==> src/hw/rtl/uitf_pkg.sv <==
// ----------------------------------------------------------------------------
// uitf_pkg
// shared types and constants of the uart receive framer with idle timeout
// ----------------------------------------------------------------------------
package uitf_pkg;

  // configuration register indexes
  localparam logic [1:0] REG_MAX_LENGTH     = 2'd0;
  localparam logic [1:0] REG_IDLE_TIMEOUT   = 2'd1;
  localparam logic [1:0] REG_WAKE_MASK      = 2'd2;
  localparam logic [1:0] REG_TIMEOUT_ENABLE = 2'd3;

  localparam int unsigned CFG_INDEX_W = 2;
  localparam int unsigned CFG_DATA_W  = 16;

  // reset values
  localparam logic [8:0]  RST_MAX_LENGTH     = 9'd256;
  localparam logic [15:0] RST_IDLE_TIMEOUT   = 16'd10;
  localparam logic [4:0]  RST_WAKE_MASK      = 5'd0;
  localparam logic        RST_TIMEOUT_ENABLE = 1'b0;

  // input command codes
  localparam logic [1:0] CMD_RX_BYTE  = 2'd0;
  localparam logic [1:0] CMD_TICK     = 2'd1;
  localparam logic [1:0] CMD_LINE_ERR = 2'd2;
  localparam logic [1:0] CMD_TX_DONE  = 2'd3;

  // wake mask bits
  localparam int unsigned WM_BYTE    = 0;
  localparam int unsigned WM_FULL    = 1;
  localparam int unsigned WM_TIMEOUT = 2;
  localparam int unsigned WM_ERROR   = 3;
  localparam int unsigned WM_TX_DONE = 4;

  // wake reason codes
  localparam logic [3:0] WR_RX      = 4'b0001;
  localparam logic [3:0] WR_TIMEOUT = 4'b0011;
  localparam logic [3:0] WR_ERROR   = 4'b0100;
  localparam logic [3:0] WR_TX_DONE = 4'b1000;

  localparam int unsigned QUEUE_DEPTH = 2;

  typedef struct packed {
    logic [1:0] command;
    logic [7:0] rx_byte;
  } in_beat_t;

  typedef struct packed {
    logic        store_enable;
    logic [7:0]  store_address;
    logic [7:0]  store_byte;
    logic        wake;
    logic [3:0]  wake_reason;
    logic [8:0]  frame_length;
    logic [15:0] error_total;
  } out_beat_t;

  typedef struct packed {
    logic [8:0]  max_length;
    logic [15:0] idle_timeout;
    logic [4:0]  wake_mask;
    logic        timeout_enable;
  } cfg_t;

  // classified event kind, one-hot
  typedef enum logic [3:0] {
    EV_RX      = 4'b0001,
    EV_TICK    = 4'b0010,
    EV_ERROR   = 4'b0100,
    EV_TX_DONE = 4'b1000
  } event_t;

  typedef struct packed {
    event_t     kind;
    logic [7:0] rx_byte;
  } op_item_t;

  typedef struct packed {
    logic empty;
    logic full;
  } q_status_t;

endpackage

==> src/hw/rtl/uitf_front.sv <==
// ----------------------------------------------------------------------------
// uitf_front
// accepts input beats and classifies them into event items for the queue
// ----------------------------------------------------------------------------
module uitf_front import uitf_pkg::*; (
  input  logic      in_valid,
  output logic      in_stall,
  input  in_beat_t  in_data,
  input  q_status_t q_status,
  output logic      push,
  output op_item_t  push_item
);

  assign in_stall = q_status.full;
  assign push     = in_valid && !q_status.full;

  always_comb begin
    push_item.rx_byte = in_data.rx_byte;
    case (in_data.command)
      CMD_RX_BYTE:  push_item.kind = EV_RX;
      CMD_TICK:     push_item.kind = EV_TICK;
      CMD_LINE_ERR: push_item.kind = EV_ERROR;
      CMD_TX_DONE:  push_item.kind = EV_TX_DONE;
      default:      push_item.kind = EV_TX_DONE;
    endcase
  end

endmodule

==> src/hw/rtl/uitf_queue.sv <==
// ----------------------------------------------------------------------------
// uitf_queue
// short event queue between the front and back parts
// ----------------------------------------------------------------------------
module uitf_queue import uitf_pkg::*; (
  input  logic      clk,
  input  logic      rst,
  input  logic      push,
  input  op_item_t  push_item,
  input  logic      pop,
  output op_item_t  head,
  output q_status_t q_status
);

  localparam int unsigned PTR_W = $clog2(QUEUE_DEPTH);

  op_item_t         slots [QUEUE_DEPTH];
  logic [PTR_W-1:0] wr_ptr;
  logic [PTR_W-1:0] rd_ptr;
  logic [PTR_W:0]   count;

  assign q_status.empty = (count == '0);
  assign q_status.full  = (count == (PTR_W+1)'(QUEUE_DEPTH));
  assign head           = slots[rd_ptr];

  always_ff @(posedge clk) begin
    if (push) begin
      slots[wr_ptr] <= push_item;
    end
  end

  always_ff @(posedge clk) begin
    if (rst) begin
      wr_ptr <= '0;
      rd_ptr <= '0;
      count  <= '0;
    end else begin
      if (push) begin
        wr_ptr <= (wr_ptr == PTR_W'(QUEUE_DEPTH - 1)) ? '0 : wr_ptr + 1'b1;
      end
      if (pop) begin
        rd_ptr <= (rd_ptr == PTR_W'(QUEUE_DEPTH - 1)) ? '0 : rd_ptr + 1'b1;
      end
      case ({push, pop})
        2'b10:   count <= count + 1'b1;
        2'b01:   count <= count - 1'b1;
        default: count <= count;
      endcase
    end
  end

endmodule

==> src/hw/rtl/uitf_back.sv <==
// ----------------------------------------------------------------------------
// uitf_back
// executes queued events against the framer state and registers the result
// ----------------------------------------------------------------------------
module uitf_back import uitf_pkg::*; #(
  parameter int unsigned BUF_DEPTH = 256
) (
  input  logic      clk,
  input  logic      rst,
  input  cfg_t      cfg,
  input  op_item_t  head,
  input  q_status_t q_status,
  output logic      pop,
  output logic      out_valid,
  input  logic      out_stall,
  output out_beat_t out_data
);

  // frame store depth, capped at the largest limit a 9-bit index can hold
  localparam logic [8:0] DEPTH_LIM = (BUF_DEPTH > 511) ? 9'd511 : 9'(BUF_DEPTH);

  logic [8:0]  write_index;
  logic [8:0]  committed_length;
  logic [15:0] idle_countdown;
  logic [15:0] error_count;

  logic [8:0]  write_index_next;
  logic [8:0]  committed_length_next;
  logic [15:0] idle_countdown_next;
  logic [15:0] error_count_next;
  out_beat_t   out_data_next;

  logic [8:0]  limit;
  logic [8:0]  index_inc;
  logic [15:0] countdown_dec;
  logic [3:0]  reason;

  assign pop = !q_status.empty && (!out_valid || !out_stall);

  // frame limit clamped to 1..depth
  always_comb begin
    if (cfg.max_length == '0) begin
      limit = 9'd1;
    end else if (cfg.max_length > DEPTH_LIM) begin
      limit = DEPTH_LIM;
    end else begin
      limit = cfg.max_length;
    end
  end

  assign index_inc     = write_index + 9'd1;
  assign countdown_dec = (idle_countdown != '0) ? idle_countdown - 16'd1 : idle_countdown;

  always_comb begin
    write_index_next      = write_index;
    committed_length_next = committed_length;
    idle_countdown_next   = idle_countdown;
    error_count_next      = error_count;
    reason                = '0;
    out_data_next         = '0;

    case (head.kind)
      EV_RX: begin
        out_data_next.store_enable  = 1'b1;
        out_data_next.store_address = write_index[7:0];
        out_data_next.store_byte    = head.rx_byte;
        idle_countdown_next         = cfg.idle_timeout;
        write_index_next            = index_inc;
        if (index_inc >= limit) begin
          committed_length_next = index_inc;
          write_index_next      = '0;
          if (cfg.wake_mask[WM_FULL]) begin
            reason = reason | WR_RX;
          end
        end
        if (cfg.wake_mask[WM_BYTE]) begin
          reason = reason | WR_RX;
        end
      end
      EV_TICK: begin
        if (cfg.timeout_enable && write_index != '0 && committed_length != limit) begin
          idle_countdown_next = countdown_dec;
          if (countdown_dec == '0) begin
            committed_length_next = write_index;
            write_index_next      = '0;
            idle_countdown_next   = cfg.idle_timeout;
            if (cfg.wake_mask[WM_TIMEOUT]) begin
              reason = reason | WR_TIMEOUT;
            end
          end
        end
      end
      EV_ERROR: begin
        error_count_next    = error_count + 16'd1;
        idle_countdown_next = cfg.idle_timeout;
        if (cfg.wake_mask[WM_ERROR]) begin
          reason = reason | WR_ERROR;
        end
      end
      EV_TX_DONE: begin
        if (cfg.wake_mask[WM_TX_DONE]) begin
          reason = reason | WR_TX_DONE;
        end
      end
      default: begin
      end
    endcase

    out_data_next.wake         = (reason != '0);
    out_data_next.wake_reason  = reason;
    out_data_next.frame_length = committed_length_next;
    out_data_next.error_total  = error_count_next;
  end

  always_ff @(posedge clk) begin
    if (rst) begin
      write_index      <= '0;
      committed_length <= '0;
      idle_countdown   <= RST_IDLE_TIMEOUT;
      error_count      <= '0;
      out_valid        <= 1'b0;
    end else begin
      if (pop) begin
        write_index      <= write_index_next;
        committed_length <= committed_length_next;
        idle_countdown   <= idle_countdown_next;
        error_count      <= error_count_next;
        out_valid        <= 1'b1;
      end else if (!out_stall) begin
        out_valid <= 1'b0;
      end
    end
  end

  always_ff @(posedge clk) begin
    if (pop) begin
      out_data <= out_data_next;
    end
  end

endmodule

==> src/hw/rtl/uart_rx_idle_timeout_framer.sv <==
// ----------------------------------------------------------------------------
// uart_rx_idle_timeout_framer
// uart receive framer with idle timeout, error count and wake reporting
// ----------------------------------------------------------------------------
// Every accepted input beat yields exactly one output beat. A beat is one
// event: a received byte, a timer tick, a line error or a transmit
// completion. The block sustains one beat per clock while the output side is
// not stalled; a taken input passes through the event queue and then the
// output register. The two-entry event queue lets the input side keep going
// while a result waits, and the per-event state update in the back part
// sets that rate. Received bytes come out with their frame store address;
// when the index reaches the frame limit (max_length clamped to 1..BUF_DEPTH,
// at most 511) the frame length is latched and the index restarts. With
// timeout_enable set, ticks run an idle countdown that commits a partial
// frame at zero; a latched length equal to the limit blocks later timeouts
// while the two stay equal. Configuration is written through a plain write
// port and is expected only while no beat is in flight.
// ----------------------------------------------------------------------------
module uart_rx_idle_timeout_framer import uitf_pkg::*; #(
  parameter int unsigned BUF_DEPTH = 256
) (
  input  logic                   clk,
  input  logic                   rst,
  // input beats
  input  logic                   in_valid,
  output logic                   in_stall,
  input  in_beat_t               in_data,
  // output beats
  output logic                   out_valid,
  input  logic                   out_stall,
  output out_beat_t              out_data,
  // configuration writes
  input  logic                   cfg_write,
  input  logic [CFG_INDEX_W-1:0] cfg_index,
  input  logic [CFG_DATA_W-1:0]  cfg_data
);

  cfg_t      cfg;
  logic      push;
  op_item_t  push_item;
  logic      pop;
  op_item_t  head;
  q_status_t q_status;

  // configuration registers
  always_ff @(posedge clk) begin
    if (rst) begin
      cfg.max_length     <= RST_MAX_LENGTH;
      cfg.idle_timeout   <= RST_IDLE_TIMEOUT;
      cfg.wake_mask      <= RST_WAKE_MASK;
      cfg.timeout_enable <= RST_TIMEOUT_ENABLE;
    end else if (cfg_write) begin
      case (cfg_index)
        REG_MAX_LENGTH:     cfg.max_length     <= cfg_data[8:0];
        REG_IDLE_TIMEOUT:   cfg.idle_timeout   <= cfg_data;
        REG_WAKE_MASK:      cfg.wake_mask      <= cfg_data[4:0];
        REG_TIMEOUT_ENABLE: cfg.timeout_enable <= cfg_data[0];
        default: begin
        end
      endcase
    end
  end

  // front: take beats and classify the event
  uitf_front u_front (
    .in_valid  (in_valid),
    .in_stall  (in_stall),
    .in_data   (in_data),
    .q_status  (q_status),
    .push      (push),
    .push_item (push_item)
  );

  // short queue decoupling front from back
  uitf_queue u_queue (
    .clk       (clk),
    .rst       (rst),
    .push      (push),
    .push_item (push_item),
    .pop       (pop),
    .head      (head),
    .q_status  (q_status)
  );

  // back: state update and registered result
  uitf_back #(
    .BUF_DEPTH (BUF_DEPTH)
  ) u_back (
    .clk       (clk),
    .rst       (rst),
    .cfg       (cfg),
    .head      (head),
    .q_status  (q_status),
    .pop       (pop),
    .out_valid (out_valid),
    .out_stall (out_stall),
    .out_data  (out_data)
  );

endmodule

==> config.mk <==
export PLATFORM = sky130hd
export DESIGN_NAME = uart_rx_idle_timeout_framer
export DESIGN_NICKNAME = d
export VERILOG_FILES = /design/src/hw/rtl/uitf_pkg.sv /design/src/hw/rtl/uitf_front.sv /design/src/hw/rtl/uitf_queue.sv /design/src/hw/rtl/uitf_back.sv /design/src/hw/rtl/uart_rx_idle_timeout_framer.sv
export SDC_FILE = /design/constraint.sdc
export NUM_CORES = 1
export LEC_CHECK = 0
export BUFFER_PORTS_ARGS = -buffer_cell sky130_fd_sc_hd__buf_2
export CAP_MARGIN = 10
export CORE_ASPECT_RATIO = 0.9
export CORE_MARGIN = 4
export CORE_UTILIZATION = 35
export CTS_BUF_LIST = sky130_fd_sc_hd__clkbuf_4
export DETAILED_ROUTE_END_ITERATION = 7
export PLACE_DENSITY_LB_ADDON = 0.08
export SLEW_MARGIN = 20
export SYNTH_ARGS = -nofsm -noshare
export SYNTH_HDL_FRONTEND = slang
export SYNTH_SLANG_ARGS = --single-unit
==> constraint.sdc <==
create_clock -name clk -period 10.4 [get_ports clk]
set_input_delay 1.04 -clock clk [delete_from_list [all_inputs] [get_ports clk]]
set_output_delay 1.04 -clock clk [all_outputs]
set_load 0.01 [all_outputs]
## Word-level counts from Yosys, hierarchy flattened

Memory sizes are Yosys's and may differ from the RTL's. A register that Yosys moved wholly into a read port is not among the register bits.
Cells that the tools add are included.

- $lt $le $gt $ge: 2
- Reduce and logical (&&, ||, !) cells: 27
- $add $sub $neg: 7
- Multiplexer cells: 35
- Eq/ne operators: 17

Operators by type and width:

| cell | count |
|---|---|
| two-way mux 9 bit | 8 |
| two-way mux 16 bit | 4 |
| case mux 9 bit (2 select lines) | 2 |
| case mux 16 bit (2 select lines) | 1 |
| case mux 4 bit (4 select lines) | 2 |
| two-way mux 17 bit | 1 |
| adder 16 x 1 -> 16 bit (second input constant) | 1 |
| zero test 16 bit | 1 |
| nonzero test 16 bit | 1 |
| subtractor 16 x 1 -> 16 bit (second input constant) | 1 |
| equality test 2 bit (second input constant) | 6 |
| two-way mux 4 bit | 3 |
| two-way mux 1 bit | 11 |
| adder 9 x 1 -> 9 bit (second input constant) | 1 |
| greater-or-equal comparator 9 bit | 1 |
| greater-than comparator 9 bit (second input constant) | 1 |
| zero test 9 bit | 1 |
| != test 9 bit | 1 |
| nonzero test 9 bit | 1 |
| AND reduction 2 bit | 4 |
| equality test 2 x 1 -> 1 bit (second input constant) | 3 |
| zero test 2 bit | 3 |
| != test 2 x 1 -> 1 bit (second input constant) | 3 |
| nonzero test 2 bit | 3 |
| 17 further kinds | 24 |

- Output and inout bits: 49
- RAM bits: 24
- Register bits: 133
- Memories kept: 1

Memory list:

| name | words | bits a word | read ports | clocked after Yosys merged registers in | wr ports | RTL line | text |
|---|---|---|---|---|---|---|---|
| u_queue.slots | 2 | 12 | 1 | 1 | 1 | uitf_queue.sv:17 | `op_item_t slots [QUEUE_DEPTH];` |

## Depth between registers and ports, before layout

Gate-level depths: netlist of run 1.

- Word-level depth: 8
- Depth in mapped cells: 14

## By module

From an unflattened synthesis of run 1, not the netlist that was laid out.

- Cells, all modules: 815
- Area, all modules: 8089.0 sq um

By module, submodules not included:

| module | times used | sequential area each (sq um) | cells each | area an instance (sq um) |
|---|---|---|---|---|
| uitf_back | 1 | 2432.3 | 617 | 5600.4 |
| uart_rx_idle_timeout_framer | 1 | 620.6 | 125 | 1322.5 |
| uitf_queue | 1 | 820.8 | 59 | 1066.0 |
| uitf_front | 1 | 0.0 | 14 | 100.1 |

## Least setup slack after synthesis of run 1

Ideal clock, no wire load.

- Path kind: input to register
- Start point: in out_stall
- End point: reg u_queue.count[1]
- Cell stages on the path: 8
- Required time: 10329 ps
- Path slack: 6158 ps
- Buffers on the path: 2
- Data arrival time: 4172 ps
- Cell sequence: nand2_1 > o21ai_0 > inv_1 > clkbuf_1 > buf_1 > ha_1 > or3_1 > a21oi_1

- Cells in the longest elaborated chain, start to end: 5
- Elaborated cells on any way between the ends: 7

RTL lines:

| item | RTL line | text |
|---|---|---|
| start: declaration | uart_rx_idle_timeout_framer.sv:30 | `input logic out_stall,` |
| zero test 1 bit * | uitf_back.sv:38 | `assign pop = !q_status.empty && (!out_valid \|\| !out_stall);` |
| logical OR 1 bit * | uitf_back.sv:38 |  |
| logical AND 1 bit * | uitf_back.sv:38 |  |
| via pop | uart_rx_idle_timeout_framer.sv:41 | `logic pop;` |
| equality test 2 x 1 -> 1 bit / equality test 2 bit (equally long branches) | uitf_queue.sv:44 | `case ({push, pop})` |
| case mux 2 bit (2 select lines) / nonzero test 2 bit (equally long branches) | -- |  |
| end signal: assignment | uitf_queue.sv:45 | `2'b10: count <= count + 1'b1;` |
| end signal: assignment | uitf_queue.sv:46 | `2'b01: count <= count - 1'b1;` |
| end signal: assignment | uitf_queue.sv:47 | `default: count <= count;` |
| end: declaration | uitf_queue.sv:20 | `logic [PTR_W:0] count;` |

Mark *: on every way through the listed nets, which the timed path passes. The rest lies on a longest branch.
A chain may end at the register's enable or synchronous reset.

## Final worst setup path of run 1

- Start point: reg u_back.idle_countdown[0]
- End point: reg u_back.idle_countdown[5]

- Cells in the longest elaborated chain, start to end: 6
- Elaborated cells on any way between the ends: 7

RTL lines:

| item | RTL line | text |
|---|---|---|
| start: declaration | uitf_back.sv:24 | `logic [15:0] idle_countdown;` |
| start signal: assignment | uitf_back.sv:126 | `idle_countdown <= idle_countdown_next;` |
| subtractor 16 x 1 -> 16 bit / nonzero test 16 bit (equally long branches) | uitf_back.sv:52 | `assign countdown_dec = (idle_countdown != '0) ? idle_countdown - 16'd1 : idle_countdown;` |
| two-way mux 16 bit * | uitf_back.sv:52 |  |
| zero test 16 bit | uitf_back.sv:83 | `if (countdown_dec == '0) begin` |
| two-way mux 16 bit * | uitf_back.sv:83 |  |
| two-way mux 16 bit * | uitf_back.sv:81 | `if (cfg.timeout_enable && write_index != '0 && committed_length != limit) begin` |
| case mux 16 bit (2 select lines) * | uitf_back.sv:62 | `case (head.kind)` |

Every way passes the cells marked *; elsewhere a longest branch is shown, timed or not. The select of a mux whose other input is x is not followed.

==> impl_metrics.json, run 1 <==
{
  "die_area_um2": 24300,
  "drv_slew": 0,
  "grt_pass1_wl_mm": 31.7,
  "fin_crit_sh_pct": 35.8,
  "synthCells": 785,
  "clk_pin_slew_ns": 0.16,
  "routedWlPerCell_um": 16.9,
  "gp_congestion": 0.875,
  "root_buffer": "clkbuf_4",
  "worstSkewPairLatency_ns": 0.57,
  "reg2reg_from": "u_back.idle_countdown[0]",
  "critPathCaptureType": "flop",
  "cp_max_fo": 16,
  "hold_viol": 0,
  "final_layout_size_suffix_gt1_share_pct": 16.4,
  "power.internal_mw": 1.06,
  "setup.worst_path.start_class": "flop",
  "synth_cell_type_count": 73,
  "antenna_found_initial": 1,
  "fin_crit_ns": 3.72,
  "ctsHoldBuffers": 0,
  "cpMaxStageDelayCell": "nor3b_1",
  "io-pin-count": 82,
  "fin_setup_tns_ns": 0,
  "cts_max_path_buffers": 2,
  "ys.flop_type": "dfxtp_1",
  "viasPerCell": 5.24,
  "crit_chain": "inv_1, ha_1, nor3b_1, and4_1, a32o_1, o211ai_1, nor4_4, or2_1, o21ai_0, a22o_1",
  "rsz0062_at_grt": "false",
  "dpl.hpwl_mm": 13.7,
  "post-cts-setup-buffer-count": 0,
  "leakage_nw": 3.24,
  "swShare_pct": 36.4,
  "synth_top_cell_by_area": "edfxtp_1",
  "worstMarginPinSlew_ns": 0.966,
  "numCtsBuffers": 17,
  "powerDensity_nw_per_um2": 193,
  "synthTopCellsByArea": "edfxtp_1 28%, dfxtp_1 23%, nand2_1 4.5%, nor2_1 4.5%, mux2i_1 3.4%",
  "fp.dieW_um": 164,
  "pwr-share-clk_pct": 23.8,
  "switchingPower_mw": 0.608,
  "area_growth_pct": 12.9,
  "die_h_um": 148,
  "clock_skew_ns": 0.0215,
  "core-area_um2": 21600,
  "syn_nets": 832,
  "start_util_pct": 35.5,
  "port_buffers": 81,
  "setup_viol": 0,
  "synth_top_area_share_pct": 27.9,
  "hold_start": "cfg[10]",
  "path_class": "reg2reg",
  "drcViolationCount": 0,
  "placementRows": 51,
  "power_frac_comb_pct": 26.0,
  "cap_violations": 0,
  "ys_seq_area_share_pct": 50.6,
  "fmax_mhz": 269,
  "status": "finished clean",
  "fin_nets": 902,
  "ys_warn_count": 0,
  "cts_max_level": 4,
  "grt_pass1_vias": 5960,
  "async_flop_share_pct": 0,
  "drt_iter0_drc": 402,
  "power_mw": 1.67,
  "hp-class": "reg2reg",
  "max_stage_delay_ns": 0.71,
  "wirelength_mm": 19.6,
  "synth_edf_count": 71,
  "tritoncts": "built",
  "fillers": 2213,
  "seq_power_share_pct": 50.2,
  "synth_area_um2": 7650,
  "crit_arrival_ns": 4.18,
  "vdd_drop_max_mv": 0.104,
  "synth-seq-cells": 158,
  "cts_sinks": 158,
  "firstDrtPassIters": 5,
  "relSlewSlack_pct": 35.0,
  "cts_resized": 0,
  "startpoint": "u_back.idle_countdown[0]",
  "grt_start_max_net_pins": 79,
  "track_usage_pct": 16.4,
  "postSynthAreaPerCell_um2": 9.75,
  "overflow": 0,
  "via_count": 6084,
  "antenna_left": 0,
  "crit_required_ns": 10.86
}
-- routing by layer --
layer	global-route usage [%]	up-vias	routed length (µm)
met4	4.61	0	185
li1	-	3001	-
met5	0	-	0
met1	24.0	2924	9960
met2	24.7	145	8540
met3	3.52	14	881
-- sequential cells by signal (all words and copies together) (netlist names), 2 cells and up, named ones only --
register	count
u_back.error_count	16
u_queue.slots	24
cfg	31
u_back.write_index	9
u_back.committed_length	9
u_back.out_data	47
u_queue.count	2
u_back.idle_countdown	16
-- layout make-up --
class	count	area (µm²)	share of cell area [%]
Sequential cell	158	3870	44.8
Multi-Input combinational cell	567	3530	40.9
Timing Repair Buffer	88	458	5.30
Tap cell	291	364	4.21
Clock inverter	15	195	2.26
Clock buffer	17	128	1.48
Inverter	23	86.3	0.999
Antenna cell	2	5.00	0.0579
-- synthesized netlist by cell type, types with 4 or more instances --
| library cell | number |
|---|---|
| buf_2 | 4 |
| xor2_1 | 19 |
| nor2b_1 | 5 |
| a31oi_1 | 5 |
| a31o_2 | 5 |
| or3_1 | 8 |
| and3_1 | 9 |
| nor2_1 | 91 |
| nand2b_1 | 8 |
| a21oi_1 | 38 |
| nor4_1 | 11 |
| nand4_1 | 9 |
| and2_1 | 11 |
| nor3b_1 | 6 |
| a2bb2oi_1 | 7 |
| nor3_1 | 27 |
| a22oi_1 | 7 |
| dfxtp_1 | 87 |
| nand3b_1 | 7 |
| mux2i_1 | 26 |
| nand2_1 | 91 |
| edfxtp_1 | 71 |
| clkbuf_1 | 27 |
| ha_1 | 14 |
| o21ai_0 | 30 |
| o32ai_1 | 7 |
| o211ai_1 | 6 |
| inv_1 | 22 |
| or4_1 | 5 |
| xnor2_1 | 26 |
| nand3_1 | 24 |
-- cells by family after synthesis --
| group | Yosys count | synth area share (%) |
|---|---|---|
| xor+xnor | 45 | 5.15 |
| buf+inv | 60 | 3.30 |
| flops | 158 | 50.6 |
| simple gates | 334 | 21.9 |
| fa+ha+maj | 14 | 2.29 |
| compound gates | 147 | 13.2 |
| mux | 27 | 3.55 |
-- per-stage QoR --
step,hold WS [ns],instances,cell area [µm²],utilization [%],worst slack (ns)
2_1_floorplan,0.431,785,7650,-,6.16
3_3_place_gp,0.451,1127,8310,38.5,6.77
3_5_place_dp,0.455,1127,8310,38.5,6.74
4_1_cts,0.474,1159,8630,40.0,6.72
5_1_grt,0.490,1161,8640,40.1,6.32
6_report,0.472,1161,8640,40.1,6.68
-- cell usage in the layout, fill, tap and decap left out, types with 5 or more instances in the layout --
| cell | Yosys | routed |
|---|---|---|
| a21oi_1 | 38 | 38 |
| a22oi_1 | 7 | 7 |
| a2bb2oi_1 | 7 | 7 |
| a31o_2 | 5 | 5 |
| a31oi_1 | 5 | 5 |
| and2_1 | 11 | 11 |
| and3_1 | 9 | 9 |
| buf_2 | 4 | 81 |
| buf_4 | 0 | 7 |
| clkbuf_4 | 1 | 17 |
| clkinv_8 | 0 | 5 |
| dfxtp_1 | 87 | 87 |
| edfxtp_1 | 71 | 71 |
| ha_1 | 14 | 14 |
| inv_1 | 22 | 21 |
| mux2i_1 | 26 | 26 |
| nand2_1 | 91 | 91 |
| nand2b_1 | 8 | 8 |
| nand3_1 | 24 | 24 |
| nand3b_1 | 7 | 7 |
| nand4_1 | 9 | 9 |
| nor2_1 | 91 | 90 |
| nor2b_1 | 5 | 5 |
| nor3_1 | 27 | 27 |
| nor3b_1 | 6 | 6 |
| nor4_1 | 11 | 11 |
| o211ai_1 | 6 | 6 |
| o21ai_0 | 30 | 28 |
| o32ai_1 | 7 | 7 |
| or3_1 | 8 | 8 |
| or4_1 | 5 | 5 |
| xnor2_1 | 26 | 26 |
| xor2_1 | 19 | 19 |
-- power groups by stage --
| stage | sequential (mW) | clock (mW) | combinational [mW] |
|---|---|---|---|
| 5_1_grt | 0.852 | 0.439 | 0.480 |
| 6_report | 0.839 | 0.398 | 0.434 |
| 2_1_floorplan | 0.879 | 0 | 0.251 |
| 3_5_place_dp | 0.855 | 0 | 0.440 |
| 3_3_place_gp | 0.852 | 0 | 0.436 |
| 4_1_cts | 0.841 | 0.416 | 0.442 |
-- path summary, 6_finish.rpt --
path	end	slack, ns	depth (start not counted)
max	u_back.idle_countdown[5]	6.68	10
min	cfg[10]	0.47	2
max reg2reg	u_back.idle_countdown[5]	6.68	10
min reg2reg	cfg[10]	0.47	2
-- worst max-delay path: cells and delay by family (launching register included) --
kind	cells	cell delay, ns
adder cells (fa/ha/maj)	1	0.27
AO/OA/AOI/OAI	4	0.79
AND/OR/NAND/NOR	4	2.08
flip-flops	1	0.36
buffers and inverters	1	0.11
Power figures use the tool's default switching activity.
==> run 2: changes to the inputs <==
- clock period: 10.4 -> 3.1 ns (I/O delays scaled with it)
==> run 2 against run 1 <==
Against the previous run:
- utilization up 3.3 points
- first-iteration DRC count shrank 17%
- maximum frequency rose by 21%
- cell area rose by 8.1%
- clock skew is 0.0097 ns higher
- register-to-register slack got worse by 6.7 ns
- flip-flop and latch count unchanged
- critical path type unchanged
==> impl_metrics.json, run 2 (synthesis gave the netlist of run 1 again) <==
{
  "relSlewSlack_pct": 39.1,
  "port_buffers": 81,
  "drcViolationCount": 0,
  "fin_crit_sh_pct": 99.2,
  "crit_required_ns": 3.44,
  "core-area_um2": 21600,
  "vdd_drop_max_mv": 0.275,
  "critPathCaptureType": "flop",
  "post-place-ws_ns": -0.143,
  "start_util_pct": 35.5,
  "final_layout_size_suffix_gt1_share_pct": 22.8,
  "fin_ws_ns": 0.0243,
  "gp_congestion": 0.897,
  "routedWlPerCell_um": 16.8,
  "worstMarginPinSlew_ns": 0.910,
  "seq_power_share_pct": 49.9,
  "cts_max_path_buffers": 2,
  "root_buffer": "clkbuf_4",
  "placementRows": 51,
  "cpMaxStageDelayCell": "or4_4",
  "crit_arrival_ns": 3.42,
  "powerDensity_nw_per_um2": 597,
  "path_class": "reg2reg",
  "io-pin-count": 82,
  "fp.dieW_um": 164,
  "fin_setup_tns_ns": 0,
  "overflow": 0,
  "viasPerCell": 5.16,
  "cap_violations": 0,
  "power_frac_comb_pct": 29.6,
  "firstDrtPassIters": 5,
  "hold_viol": 0,
  "largest_reg_flops": 47,
  "status": "finished clean",
  "fmax_mhz": 325,
  "reg_top3": "u_back.out_data (47), cfg (31), u_queue.slots (24)",
  "rsz0062_at_grt": "true",
  "antenna_left": 0,
  "die_h_um": 148,
  "layout_commonest_cell": "nor2_1",
  "hp-class": "in2reg",
  "area_growth_pct": 22.1,
  "grt_pass1_vias": 6169,
  "grt_pass1_wl_mm": 33.5,
  "fin_nets": 987,
  "final_util_pct": 43.3,
  "leakage_nw": 3.63,
  "cts_sinks": 158,
  "max_stage_delay_ns": 0.54,
  "cp_max_fo": 8,
  "setup.worst_path.start_class": "flop",
  "die_area_um2": 24300,
  "wirelength_mm": 20.9,
  "clock_skew_ns": 0.0312,
  "dpl.hpwl_mm": 14.8,
  "tritoncts": "built",
  "fin_crit_ns": 3.08,
  "antenna_found_initial": 1,
  "drv_slew": 0,
  "track_usage_pct": 17.3,
  "crit_chain": "or4_4, or4_4, buf_4, nor4b_4, o211ai_1, buf_4, nor4_4, buf_6, nor2_1, a221o_1",
  "timing.hold.ws_ns": 0.0470,
  "fillers": 2194,
  "drt_iter0_drc": 332,
  "worstSkewPairLatency_ns": 0.58,
  "swShare_pct": 35.8,
  "cts_max_level": 4,
  "grt_start_max_net_pins": 77,
  "numCtsBuffers": 17,
  "regMostFlops": "u_back.out_data",
  "layout_common_cells": "91 x nor2_1, 89 x nand2_1, 82 x dfxtp_1",
  "via_count": 6424,
  "pwr-share-clk_pct": 20.5,
  "power.internal_mw": 3.58,
  "clk_pin_slew_ns": 0.14,
  "switchingPower_mw": 2.00,
  "setup_viol": 0
}
run 2: cell type report:
type | count | area, µm² | area share [%]
flip-flops and latches | 158 | 3880 | 41.5
multi-input cells | 567 | 3590 | 38.5
repair buffers | 173 | 1180 | 12.6
well taps | 291 | 364 | 3.90
clock buffers | 20 | 150 | 1.61
clock inverters | 12 | 90.1 | 0.964
inverters | 23 | 86.3 | 0.924
diodes | 1 | 2.50 | 0.0268
run 2: timing repair:
item	CTS	global route
buffers inserted	4	3
resized for setup	9	15
hold buffers	23	1
setup endpoints to repair	23	29
endpoints found under the hold margin	41	1
pin swaps	2	5
run 2: critical path, delay by kind of cell (launching register included):
kind,cells,cell delay [ns]
flip-flops,1,0.34
buffers and inverters,3,0.49
AND/OR/NAND/NOR,5,1.56
AO/OA/AOI/OAI,2,0.45
run 2: per-stage QoR:
step / instance area, µm² / std cells / total power [mW]
2_1_floorplan: 7660 / 785 / 3.79
3_3_place_gp: 8740 / 1182 / 4.43
3_5_place_dp: 8740 / 1182 / 4.46
4_1_cts: 9260 / 1241 / 5.65
5_1_grt: 9340 / 1245 / 5.94
6_report: 9340 / 1245 / 5.57
run 2: final timing paths:
| check | start | to | slack, ns | depth (start not counted) |
|---|---|---|---|---|
| worst max-delay path | u_back.idle_countdown[6] | u_back.out_data[22] | 0.02 | 10 |
| worst min-delay path | in_data[8] | u_queue.slots[0][8] | 0.05 | 2 |
| worst max register to register | u_back.idle_countdown[6] | u_back.out_data[22] | 0.02 | 10 |
| worst min register to register | cfg[17] | cfg[17] | 0.47 | 2 |
run 2: power by group through the flow:
stage               Combinational [mW]  Clock (mW)  Sequential, mW
CTS                               1.67        1.20            2.79
finish                            1.65        1.14            2.78
global route                      1.83        1.28            2.83
detailed placement                1.63           0            2.83
global placement                  1.61           0            2.82
floorplan                        0.851           0            2.94
run 2: routing by layer:
| metal | up-vias | routed length, µm | global-route usage, % |
|---|---|---|---|
| met5 | - | 0 | 0 |
| met2 | 164 | 9430 | 27.0 |
| met3 | 16 | 1000 | 3.80 |
| met4 | 0 | 177 | 3.56 |
| met1 | 3079 | 10300 | 25.0 |
| li1 | 3165 | - | - |
